==> src/sv/grd_pkg.sv <==
package grd_pkg;

	localparam int MAX_ROW_BYTES = 1024;
	localparam int ADDR_W = $clog2(MAX_ROW_BYTES);
	localparam int COL_W = $clog2(MAX_ROW_BYTES + 1);
	localparam int ROWB_W = 11;
	localparam int MODE_W = 2;
	localparam int NIB_W = 4;
	localparam int CNT_W = 4;
	localparam int MAX_RESULTS = 9;
	localparam int PDATA_W = 32;
	localparam int PADDR_W = 3;
	localparam int RUN_BIAS = 2;

	typedef enum logic [1:0] {
		ST_IDLE,
		ST_READ,
		ST_EMIT
	} state_t;

	typedef logic [MODE_W-1:0] mode_t;

	localparam mode_t MODE_RAW = 2'd0;
	localparam mode_t MODE_PACK = 2'd1;
	localparam mode_t MODE_RLE = 2'd2;

	localparam logic REG_ROW_BYTES = 1'b0;
	localparam logic REG_MODE = 1'b1;

	function automatic logic [2*NIB_W-1:0] dup_nibble(input logic [NIB_W-1:0] v);
		return {v, v};
	endfunction

endpackage

==> src/sv/glyph_rle4_delta_decoder.sv <==
// Glyph row decoder: compressed glyph bytes in, 8-bit coverage pixels out.
// Input channel (code_byte, glyph_start, in_valid/in_ready) takes one word per
// accepted byte; output channel (pixel, row_end, last, format_error,
// out_valid/out_ready) gives 0 to 9 words per byte, last set on the final one.
// Config: APB write row_bytes at 0x0, decode_mode at 0x4, only while idle.
// Sequence: a byte is taken, then each pixel passes a read step (line store
// read) and an emit step (add and write back through the one nibble adder,
// load the output register); emit waits while the output word is not taken.
// A byte with no pixels leaves the sequencer idle. in_ready is low while a
// byte's pixels are being produced.
// The output register holds a finished pixel; the next byte is taken while the
// last pixel of the previous one still waits. A stalled receiver holds the
// sequencer in its emit step; nothing is lost.
// Reset: row_bytes 1, decode_mode 2 (RLE4 delta), row zero, column zero. The
// line store is not cleared; it is written row by row before it is read.
module glyph_rle4_delta_decoder (
	input  logic                        clk,
	input  logic                        arst_n,
	input  logic                        psel,
	input  logic                        penable,
	input  logic                        pwrite,
	input  logic [grd_pkg::PADDR_W-1:0] paddr,
	input  logic [grd_pkg::PDATA_W-1:0] pwdata,
	output logic [grd_pkg::PDATA_W-1:0] prdata,
	output logic                        pready,
	input  logic [7:0]                  code_byte,
	input  logic                        glyph_start,
	input  logic                        in_valid,
	output logic                        in_ready,
	output logic [7:0]                  pixel,
	output logic                        row_end,
	output logic                        last,
	output logic                        format_error,
	output logic                        out_valid,
	input  logic                        out_ready
);

	import grd_pkg::*;

	logic [ROWB_W-1:0] row_bytes_q;
	mode_t             mode_q;

	state_t state_q, state_d;

	logic [COL_W-1:0] column_q;
	logic             first_row_q;
	logic [2:0]       lit_left_q;
	logic             trunc_q;
	logic [CNT_W-1:0] cnt_q;

	logic [7:0] byte_q;
	logic       sel_hi_q;
	logic       delta_q;
	logic       raw_q;
	logic       err_q;

	logic       out_valid_q;
	logic [7:0] pixel_q;
	logic       row_end_q;
	logic       last_q;
	logic       format_error_q;

	logic [COL_W-1:0] w;
	logic             accept;
	logic             load_out;
	logic             ram_re;
	logic             cfg_wr;

	logic [COL_W-1:0] acc_col;
	logic             acc_first;
	logic [2:0]       acc_lit;
	logic             acc_trunc;
	logic [CNT_W-1:0] acc_cnt;
	logic             acc_sel_hi;
	logic             acc_delta;
	logic             acc_raw;
	logic             acc_err;

	logic [NIB_W-1:0] ram_rdata;
	logic [NIB_W-1:0] nib;
	logic [NIB_W-1:0] above;
	logic [NIB_W-1:0] val;
	logic [7:0]       pix;

	// config port
	assign pready = 1'b1;
	assign cfg_wr = psel & penable & pwrite;

	always_ff @(posedge clk or negedge arst_n) begin
		if (!arst_n) begin
			row_bytes_q <= ROWB_W'(1);
			mode_q <= MODE_RLE;
		end else if (cfg_wr) begin
			case (paddr[2])
				REG_ROW_BYTES: row_bytes_q <= pwdata[ROWB_W-1:0];
				REG_MODE: mode_q <= pwdata[MODE_W-1:0];
				default: ;
			endcase
		end
	end

	always_comb begin
		case (paddr[2])
			REG_ROW_BYTES: prdata = PDATA_W'(row_bytes_q);
			REG_MODE: prdata = PDATA_W'(mode_q);
			default: prdata = '0;
		endcase
	end

	// effective row width
	always_comb begin
		if (row_bytes_q == '0) begin
			w = COL_W'(1);
		end else if (32'(row_bytes_q) > 32'(MAX_ROW_BYTES)) begin
			w = COL_W'(MAX_ROW_BYTES);
		end else begin
			w = COL_W'(row_bytes_q);
		end
	end

	// header decode at accept
	always_comb begin
		logic [COL_W-1:0] remaining;
		logic [2:0]       k;
		logic [3:0]       len;
		logic [3:0]       total;
		acc_col = glyph_start ? '0 : column_q;
		acc_first = glyph_start ? 1'b1 : first_row_q;
		acc_lit = glyph_start ? 3'd0 : lit_left_q;
		acc_trunc = glyph_start ? 1'b0 : trunc_q;
		acc_cnt = '0;
		acc_sel_hi = 1'b0;
		acc_delta = 1'b0;
		acc_raw = 1'b0;
		acc_err = 1'b0;
		remaining = '0;
		k = code_byte[6:4];
		len = {1'b0, k} + 4'(RUN_BIAS);
		total = {k, 1'b1};
		case (mode_q)
			MODE_RAW, MODE_PACK: begin
				acc_lit = 3'd0;
				if (acc_col >= w) begin
					acc_col = '0;
					acc_first = 1'b0;
				end
				if (mode_q == MODE_RAW) begin
					acc_cnt = CNT_W'(1);
					acc_raw = 1'b1;
				end else if (acc_col + COL_W'(1) == w) begin
					acc_cnt = CNT_W'(1);
				end else begin
					acc_cnt = CNT_W'(2);
					acc_sel_hi = 1'b1;
				end
			end
			MODE_RLE: begin
				acc_delta = 1'b1;
				if (acc_lit != 3'd0) begin
					// literal continuation, high nibble first
					acc_lit = acc_lit - 3'd1;
					acc_err = acc_trunc;
					acc_sel_hi = 1'b1;
					if (acc_col < w) begin
						acc_cnt = (w - acc_col >= COL_W'(2)) ? CNT_W'(2) : CNT_W'(1);
					end
				end else begin
					if (acc_col >= w) begin
						acc_col = '0;
						acc_first = 1'b0;
					end
					remaining = w - acc_col;
					if (code_byte[7]) begin
						if (COL_W'(len) > remaining) begin
							acc_err = 1'b1;
							acc_cnt = CNT_W'(remaining);
						end else begin
							acc_cnt = len;
						end
					end else begin
						acc_trunc = (COL_W'(total) > remaining + COL_W'(1));
						acc_lit = k;
						acc_cnt = CNT_W'(1);
						acc_err = acc_trunc;
					end
				end
			end
			default: ;
		endcase
	end

	// sequencer
	assign in_ready = (state_q == ST_IDLE);
	assign accept = in_valid & in_ready;

	always_ff @(posedge clk or negedge arst_n) begin
		if (!arst_n) begin
			state_q <= ST_IDLE;
		end else begin
			state_q <= state_d;
		end
	end

	always_comb begin
		state_d = state_q;
		ram_re = 1'b0;
		load_out = 1'b0;
		case (state_q)
			ST_IDLE: begin
				if (accept && acc_cnt != '0) begin
					state_d = ST_READ;
				end
			end
			ST_READ: begin
				ram_re = 1'b1;
				state_d = ST_EMIT;
			end
			ST_EMIT: begin
				if (!out_valid_q || out_ready) begin
					load_out = 1'b1;
					state_d = (cnt_q == CNT_W'(1)) ? ST_IDLE : ST_READ;
				end
			end
			default: state_d = ST_IDLE;
		endcase
	end

	always_ff @(posedge clk or negedge arst_n) begin
		if (!arst_n) begin
			column_q <= '0;
			first_row_q <= 1'b1;
			lit_left_q <= '0;
			trunc_q <= 1'b0;
			cnt_q <= '0;
		end else if (accept) begin
			column_q <= acc_col;
			first_row_q <= acc_first;
			lit_left_q <= acc_lit;
			trunc_q <= acc_trunc;
			cnt_q <= acc_cnt;
		end else if (load_out) begin
			column_q <= column_q + COL_W'(1);
			cnt_q <= cnt_q - CNT_W'(1);
		end
	end

	always_ff @(posedge clk) begin
		if (accept) begin
			byte_q <= code_byte;
			sel_hi_q <= acc_sel_hi;
			delta_q <= acc_delta;
			raw_q <= acc_raw;
			err_q <= acc_err;
		end else if (load_out) begin
			sel_hi_q <= 1'b0;
		end
	end

	// shared nibble adder
	assign nib = sel_hi_q ? byte_q[7:4] : byte_q[3:0];
	assign above = first_row_q ? '0 : ram_rdata;
	assign val = delta_q ? (above + nib) : nib;
	assign pix = raw_q ? byte_q : dup_nibble(val);

	grd_ram #(
		.WIDTH(NIB_W),
		.DEPTH(MAX_ROW_BYTES)
	) u_line_store (
		.clk(clk),
		.we(load_out),
		.re(ram_re),
		.addr(column_q[ADDR_W-1:0]),
		.wdata(pix[NIB_W-1:0]),
		.rdata(ram_rdata)
	);

	// output word register
	always_ff @(posedge clk or negedge arst_n) begin
		if (!arst_n) begin
			out_valid_q <= 1'b0;
		end else if (load_out) begin
			out_valid_q <= 1'b1;
		end else if (out_ready) begin
			out_valid_q <= 1'b0;
		end
	end

	always_ff @(posedge clk) begin
		if (load_out) begin
			pixel_q <= pix;
			row_end_q <= (column_q + COL_W'(1) == w);
			last_q <= (cnt_q == CNT_W'(1));
			format_error_q <= err_q;
		end
	end

	assign out_valid = out_valid_q;
	assign pixel = pixel_q;
	assign row_end = row_end_q;
	assign last = last_q;
	assign format_error = format_error_q;

`ifndef NO_ASSERTIONS
	a_col_in_row: assert property (@(posedge clk) disable iff (!arst_n)
		(state_q == ST_EMIT) |-> (column_q < w))
		else $error("emit column past row width");

	a_cnt_busy: assert property (@(posedge clk) disable iff (!arst_n)
		(state_q != ST_IDLE) |-> (cnt_q != '0 && cnt_q <= CNT_W'(MAX_RESULTS)))
		else $error("pixel count out of range while busy");

	a_last_idle: assert property (@(posedge clk) disable iff (!arst_n)
		(load_out && cnt_q == CNT_W'(1)) |=> (state_q == ST_IDLE && last_q))
		else $error("final pixel did not end the byte");

	a_no_accept_busy: assert property (@(posedge clk) disable iff (!arst_n)
		(state_q == ST_READ) |=> (state_q == ST_EMIT))
		else $error("read step not followed by emit");
`endif

endmodule

==> src/sv/grd_ram.sv <==
module grd_ram #(
	parameter int WIDTH = 4,
	parameter int DEPTH = 1024
) (
	input  logic                     clk,
	input  logic                     we,
	input  logic                     re,
	input  logic [$clog2(DEPTH)-1:0] addr,
	input  logic [WIDTH-1:0]         wdata,
	output logic [WIDTH-1:0]         rdata
);

	logic [WIDTH-1:0] mem_q [DEPTH];

	always_ff @(posedge clk) begin
		if (we) begin
			mem_q[addr] <= wdata;
		end
		if (re) begin
			rdata <= mem_q[addr];
		end
	end

endmodule
==> config.mk <==
export PLATFORM = sky130hd
export DESIGN_NAME = glyph_rle4_delta_decoder
export DESIGN_NICKNAME = d
export VERILOG_FILES = /design/src/sv/grd_pkg.sv /design/src/sv/glyph_rle4_delta_decoder.sv /design/src/sv/grd_ram.sv
export SDC_FILE = /design/constraint.sdc
export NUM_CORES = 2
export LEC_CHECK = 0
export BUFFER_PORTS_ARGS = -buffer_cell sky130_fd_sc_hd__buf_2
export CORE_UTILIZATION = 45
export DETAILED_ROUTE_END_ITERATION = 16
export HOLD_SLACK_MARGIN = 0.12
export SETUP_SLACK_MARGIN = 0.4
export SLEW_MARGIN = 5
export SYNTH_ARGS = -nofsm -noshare
export SYNTH_HDL_FRONTEND = slang
export SYNTH_SLANG_ARGS = --single-unit
==> constraint.sdc <==
create_clock -name clk -period 100.6 [get_ports clk]
set_input_delay 15.09 -clock clk [delete_from_list [all_inputs] [get_ports clk]]
set_output_delay 15.09 -clock clk [all_outputs]
set_load 0.02 [all_outputs]
### Word level (Yosys, flattened, before mapping)

Memory sizes are Yosys's and may differ from the RTL's. A register that Yosys moved wholly into a read port is not among the register bits.
Cells that the tools add are included.
Widths: inputs -> output; s select.

* flip-flop bits (word level): 59
* latch bits: 0
* RAM bits: 4096
* memory bits (read-only): 0
* input port bits: 51
* output and inout port bits: 46
* logic and storage cells: 121
* memories: 1

Memory list
* u_line_store.mem_q: depth 1024, width 4, rd ports 1, clocked after memory_dff 1, wr ports 1, line grd_ram.sv:13 `logic [WIDTH-1:0] mem_q [DEPTH];`

* add/sub/neg operators: 9
* multipliers: 0
* div/mod/pow operators: 0
* magnitude comparators: 6
* equality and inequality tests: 9
* shift operators: 0
* multiplexer cells: 60
* bitwise gates (word level): 4
* reductions and logical operators: 14

Operator list (number)
* $mux 11: 10
* $pmux 32 s2: 1
* $add 11x1->11 const B: 3
* $mux 4: 8
* $mux 1: 25
* $eq 11x11->1: 2
* $gt 4x11->1: 2
* $pmux 11 s2: 1
* $sub 11x11->11: 2
* $mux 2: 6
* $ge 11x11->1: 1
* $ge 11x2->1 const B: 1
* $gt 11x11->1 const B: 1
* $logic_not 11->1: 1
* $lt 11x11->1: 1
* $mux 3: 3
* $mux 8: 1
* $pmux 4 s2: 1
* $pmux 2 s3: 1
* $pmux 3 s2: 1
* $reduce_and 2->1: 3
* $add 3x2->4 const B: 1
* $add 4x4->4: 1
* $eq 2x1->1 const B: 2
* 17 further kinds: 23

### Logic depth before layout (Yosys ltp)

* depth after elaboration: 17
* gate-level depth with buffers: 30
* gate-level depth less buffers: 23

### Cells and area by module

Synthesis repeated with hierarchy kept, for this count alone.

* cell total of the unflattened synthesis: 9591
* area, all modules: 166644.8 sq um

By module, submodules not included
* grd_ram: times used 1, cells an instance 8919, area an instance 160889.3 sq um, sequential area each 123118.1 sq um
* glyph_rle4_delta_decoder: times used 1, cells an instance 672, area an instance 5755.5 sq um, sequential area each 1595.3 sq um

### Worst setup path before layout

No wires, ideal clock.

* kind: register to register
* start: register sel_hi_q
* end: register pixel_q[2] (netlist: pixel[2]) (data pin)
* setup time: 5696 ps
* data arrival time: 28875 ps
* data required time: 94904 ps
* setup slack: 66029 ps
* cell stages (with the launch flop): 9
* buffers on the path: 0
* period minus slack after synthesis: 34571 ps
* cell sequence: edfxtp_1 > mux2_2 > ha_1 > inv_1 > fa_1 > xor2_1 > nor2_1 > a211oi_1 > a21oi_1

* longest elaborated chain between the ends: 4

Ends and longest elaborated chain
* start, declared: line glyph_rle4_delta_decoder.sv:52 `logic sel_hi_q;`
* start signal, assigned: line glyph_rle4_delta_decoder.sv:250 `sel_hi_q <= acc_sel_hi;`
* $mux 4 *: line glyph_rle4_delta_decoder.sv:260 `assign nib = sel_hi_q ? byte_q[7:4] : byte_q[3:0];`
* $add 4x4->4: line glyph_rle4_delta_decoder.sv:262 `assign val = delta_q ? (above + nib) : nib;`
* $mux 4 *: line glyph_rle4_delta_decoder.sv:262
* $mux 8 *: line glyph_rle4_delta_decoder.sv:263 `assign pix = raw_q ? byte_q : dup_nibble(val);`
* net pix[2]: line glyph_rle4_delta_decoder.sv:83 `logic [7:0] pix;`
* end signal, assigned: line glyph_rle4_delta_decoder.sv:290 `pixel_q <= pix;`
* end, declared: line glyph_rle4_delta_decoder.sv:58 `logic [7:0] pixel_q;`

The timed path passes the listed nets; every way through them passes the cells marked *.
A chain may end at the register's enable or synchronous reset.

### Worst setup path in the final report

* start: input paddr[2] in the netlist's numbering
* end: output prdata[1] in the netlist's numbering

* longest elaborated chain between the ends: 2

Ends and longest elaborated chain
* start, declared: line glyph_rle4_delta_decoder.sv:22 `input logic [grd_pkg::PADDR_W-1:0] paddr,`
* $not 1->1 (no line)
* $pmux 32 s2 *: line glyph_rle4_delta_decoder.sv:103 `case (paddr[2])`
* end, declared: line glyph_rle4_delta_decoder.sv:24 `output logic [grd_pkg::PDATA_W-1:0] prdata,`

Mark *: on every way between the ends. The rest lies on a longest branch, timed or not. The select of a mux whose other input is x is not followed.

==> impl_metrics.tcl <==
set metrics [dict create \
    status "complete, no violations" \
    rsz0062_at_grt "no" \
    syn_inst 8241 \
    max_freq_mhz 32.3 \
    max_stage_delay_ns 0.36 \
    max_slew_margin_pct 12.9 \
    holdPathEnd "format_error$_DFFE_PP_" \
    yosys.cell_types.count 91 \
    htree_levels 5 \
    nets 8420 \
    synthXorXnorAreaFrac_pct 0.253 \
    dieWidth_um 607 \
    fin_ws_ns 69.69 \
    drive_gt1_share_pct 23.0 \
    antenna_found_initial 23 \
    regToRegSetupSlack_ns 93.50 \
    drt_iter0_drc 10200 \
    period_needed_ns 30.91 \
    gp_congestion 0.827 \
    cts_hold_buf 0 \
    num-fill-cells 28700 \
    numCtsBuffers 416 \
    reg2regPathDepth 12 \
    ys_ff_latch 4159 \
    post-place-ws_ns 69.70 \
    avgSynthCellArea_sq_um 20.0 \
    slew_viol_final 0 \
    crit_top_cell "buf_2" \
    synth_compound_area_share_pct 3.48 \
    holdPathStages 0 \
    period_share_pct 30.7 \
    worst_skew_pair.late_latency_ns 0.98 \
    io_buffers 51 \
    synth_area_sq_um 165000 \
    placed_area_sq_um 170000 \
    cts_tree "yes" \
    ys_seq_area_share_pct 75.7 \
    cts_resized 0 \
    drt_pass1_iterations 6 \
    synthToLayoutAreaGrowth_pct 11.6 \
    ys.flop_type "edfxtp_1" \
    die_h_um 607 \
    maxCapViolCount 0 \
    finalSetupViolations 0 \
    rr_endpoint "u_line_store.rdata[3]$_DFFE_PN_" \
    grt_usage_pct 23.5 \
    final.setup.tns_ns 0 \
    synth_edf_count 4123 \
    grt_max_degree 240 \
    startpoint_type "input pin" \
    regArea_sq_um 125000 \
    critical_path_class "input pin to output port" \
    synth_top_family_by_area "multiplexers" \
    io_pins 97 \
    cp_max_fo 14 \
    cts_sinks 4159 \
    start_util_pct 45.3 \
    post_cts_buffers 0 \
    drc_errors 0 \
    avgRoutedWirePerCell_um 32.1 \
    fin_skew_ns 0.0619 \
    async_flop_share_pct 0.866 \
    clkTransAtPathRegs_ns 0.06 \
    peakVddDrop_mv 0.0265 \
    grt_pass1_wl_um 622000 \
    critPathArrivalTime_ns 15.82 \
    via_count 83300 \
    postLayoutCellArea_sq_um 184000 \
    synth-simple-area-share_pct 3.83 \
    synth_mux_area_share_pct 14.3 \
    rows 221 \
    crit_required_ns 85.51 \
    worst_r2r_startpoint "column_q[0]$_DFFE_PN0P_" \
    wl_um 433000 \
    hold_path_startpoint "err_q$_SDFFCE_PN0P_" \
    leakage_uw 0.0549 \
    grt_pass1_vias 84700 \
    multi_input_area_sq_um 37100 \
    worst_slew_pin_slew_ns 1.30 \
    powerDensity_nw_per_um2 26.9 \
    clock_tree.buffer_depth 4 \
    hpwlAfterDp_um 249000 \
    synth-adder-area-share_pct 0.356 \
    crit_chain "buf_2 > mux2_2 > buf_2" \
    cpMaxStageDelayCell "mux2_2" \
    hold_viol 0 \
    dieArea_sq_um 368000 \
    crit_path_end_kind "output port" \
    min_path_type "register to register" \
    ant_nets 0 \
    grt.overflow.total 0 \
    cts_root_buf "clkbuf_16" \
    viasPerCell 6.18 \
    coreArea_sq_um 363000 \
    ys_warn_count 0 \
]
## layout by cell type, fill, tap and decap left out, types with 51 or more instances in the layout
master	n
clkbuf_1	83
nor2_1	1068
bufinv_16	51
buf_4	197
edfxtp_1	4123
clkbuf_16	423
clkinv_1	92
a221oi_1	60
clkinv_2	79
a22o_1	66
nand4_1	101
buf_2	51
o21ai_0	63
a22oi_1	394
mux4_2	1030
nand2_1	116
## synthesized netlist by cell type, types with 9 or more instances
library cell,number,area share [%]
a21o_1,12,0.055
a21oi_1,51,0.15
a221oi_1,60,0.32
a22o_1,66,0.35
a22oi_1,394,1.8
a31oi_1,34,0.13
and3_1,13,0.049
buf_1,33,0.075
buf_2,99,0.30
buf_4,57,0.26
buf_6,56,0.38
clkbuf_1,360,0.82
dfrtp_1,33,0.50
edfxtp_1,4123,75
ha_1,42,0.32
inv_1,47,0.11
mux2_2,16,0.11
mux2i_1,11,0.067
mux4_2,1030,14
nand2_1,121,0.28
nand2b_1,25,0.095
nand3_1,49,0.15
nand4_1,101,0.38
nor2_1,1075,2.4
nor2b_1,28,0.11
nor3_1,19,0.058
nor4_1,13,0.049
o211ai_1,22,0.10
o21ai_0,66,0.20
xnor2_1,36,0.19
xor2_1,9,0.048
## how the worst max path moves through the flow
| stage | slack (ns) | from | endpoint | cells past startpoint |
|---|---|---|---|---|
| floorplan | 66.03 | sel_hi_q$_SDFFCE_PN0P_ | pixel[2]$_DFFE_PP_ | 8 |
| global placement | 69.71 | paddr[2] | prdata[1] | 3 |
| detailed placement | 69.70 | paddr[2] | prdata[1] | 3 |
| CTS | 69.69 | paddr[2] | prdata[1] | 3 |
| global route | 69.65 | paddr[2] | prdata[1] | 3 |
| finish | 69.69 | paddr[2] | prdata[1] | 3 |
## power breakdown
| group | total [uW] | switching, uW | internal, uW |
|---|---|---|---|
| Sequential | 2210 | 13.7 | 2190 |
| Clock | 1570 | 659 | 907 |
| Combinational | 1160 | 751 | 413 |
## state kept, by name, summed over array words and instances (netlist names)
register	cells
u_line_store.rdata	4
pixel	8
trunc_q	1
state_q	2
raw_q	1
cnt_q	4
lit_left_q	3
out_valid	1
row_bytes_q	11
row_end	1
byte_q	8
first_row_q	1
err_q	1
mode_q	2
delta_q	1
u_line_store.mem_q	4096
last	1
column_q	11
format_error	1
sel_hi_q	1
## worst max-delay path: cells and delay by family
kind	cells	cell delay [ns]
buf+inv	2	0.38
mux	1	0.36
## logic make-up (layout without fill, tap and decap cells)
logic type / Yosys count / after routing
DFF: 4159 / 4159
AOI/OAI and AO/OA: 776 / 776
muxes: 1058 / 1058
and+or+nand+nor: 1488 / 1488
adders and majority gates: 45 / 45
buffers and inverters: 667 / 1089
other: 2 / 27
xor gates and xnor gates: 46 / 46
## routing by layer
metal | wire [um] | up-vias | global-route usage [%]
met1 | 172000 | 44800 | 32.5
met5 | 32 | - | 0
met3 | 34800 | 640 | 3.73
li1 | - | 34100 | -
met2 | 213000 | 3677 | 38.6
met4 | 13300 | 6 | 6.94
## stage by stage
step	utilization (%)	instances	hold slack, ns	power (uW)
after global routing	50.6	13500	0.451	5100
after floorplan	-	8261	0.400	3390
after CTS	50.6	13500	0.443	4970
after global placement	46.8	12700	0.409	3390
after detailed placement	46.8	12700	0.423	3420
final	50.6	13500	0.437	4940
## final cells by class
| type | instances | area share [%] |
|---|---|---|
| multi-input combinational | 3435 | 20.2 |
| clock buffer | 511 | 5.96 |
| timing repair buffer | 263 | 1.11 |
| tap | 4794 | 3.26 |
| sequential | 4159 | 67.8 |
| antenna | 5 | 0.00681 |
| inverter | 49 | 0.101 |
| clock inverter | 266 | 1.52 |
Note: power is estimated with default switching activity, not from simulation.
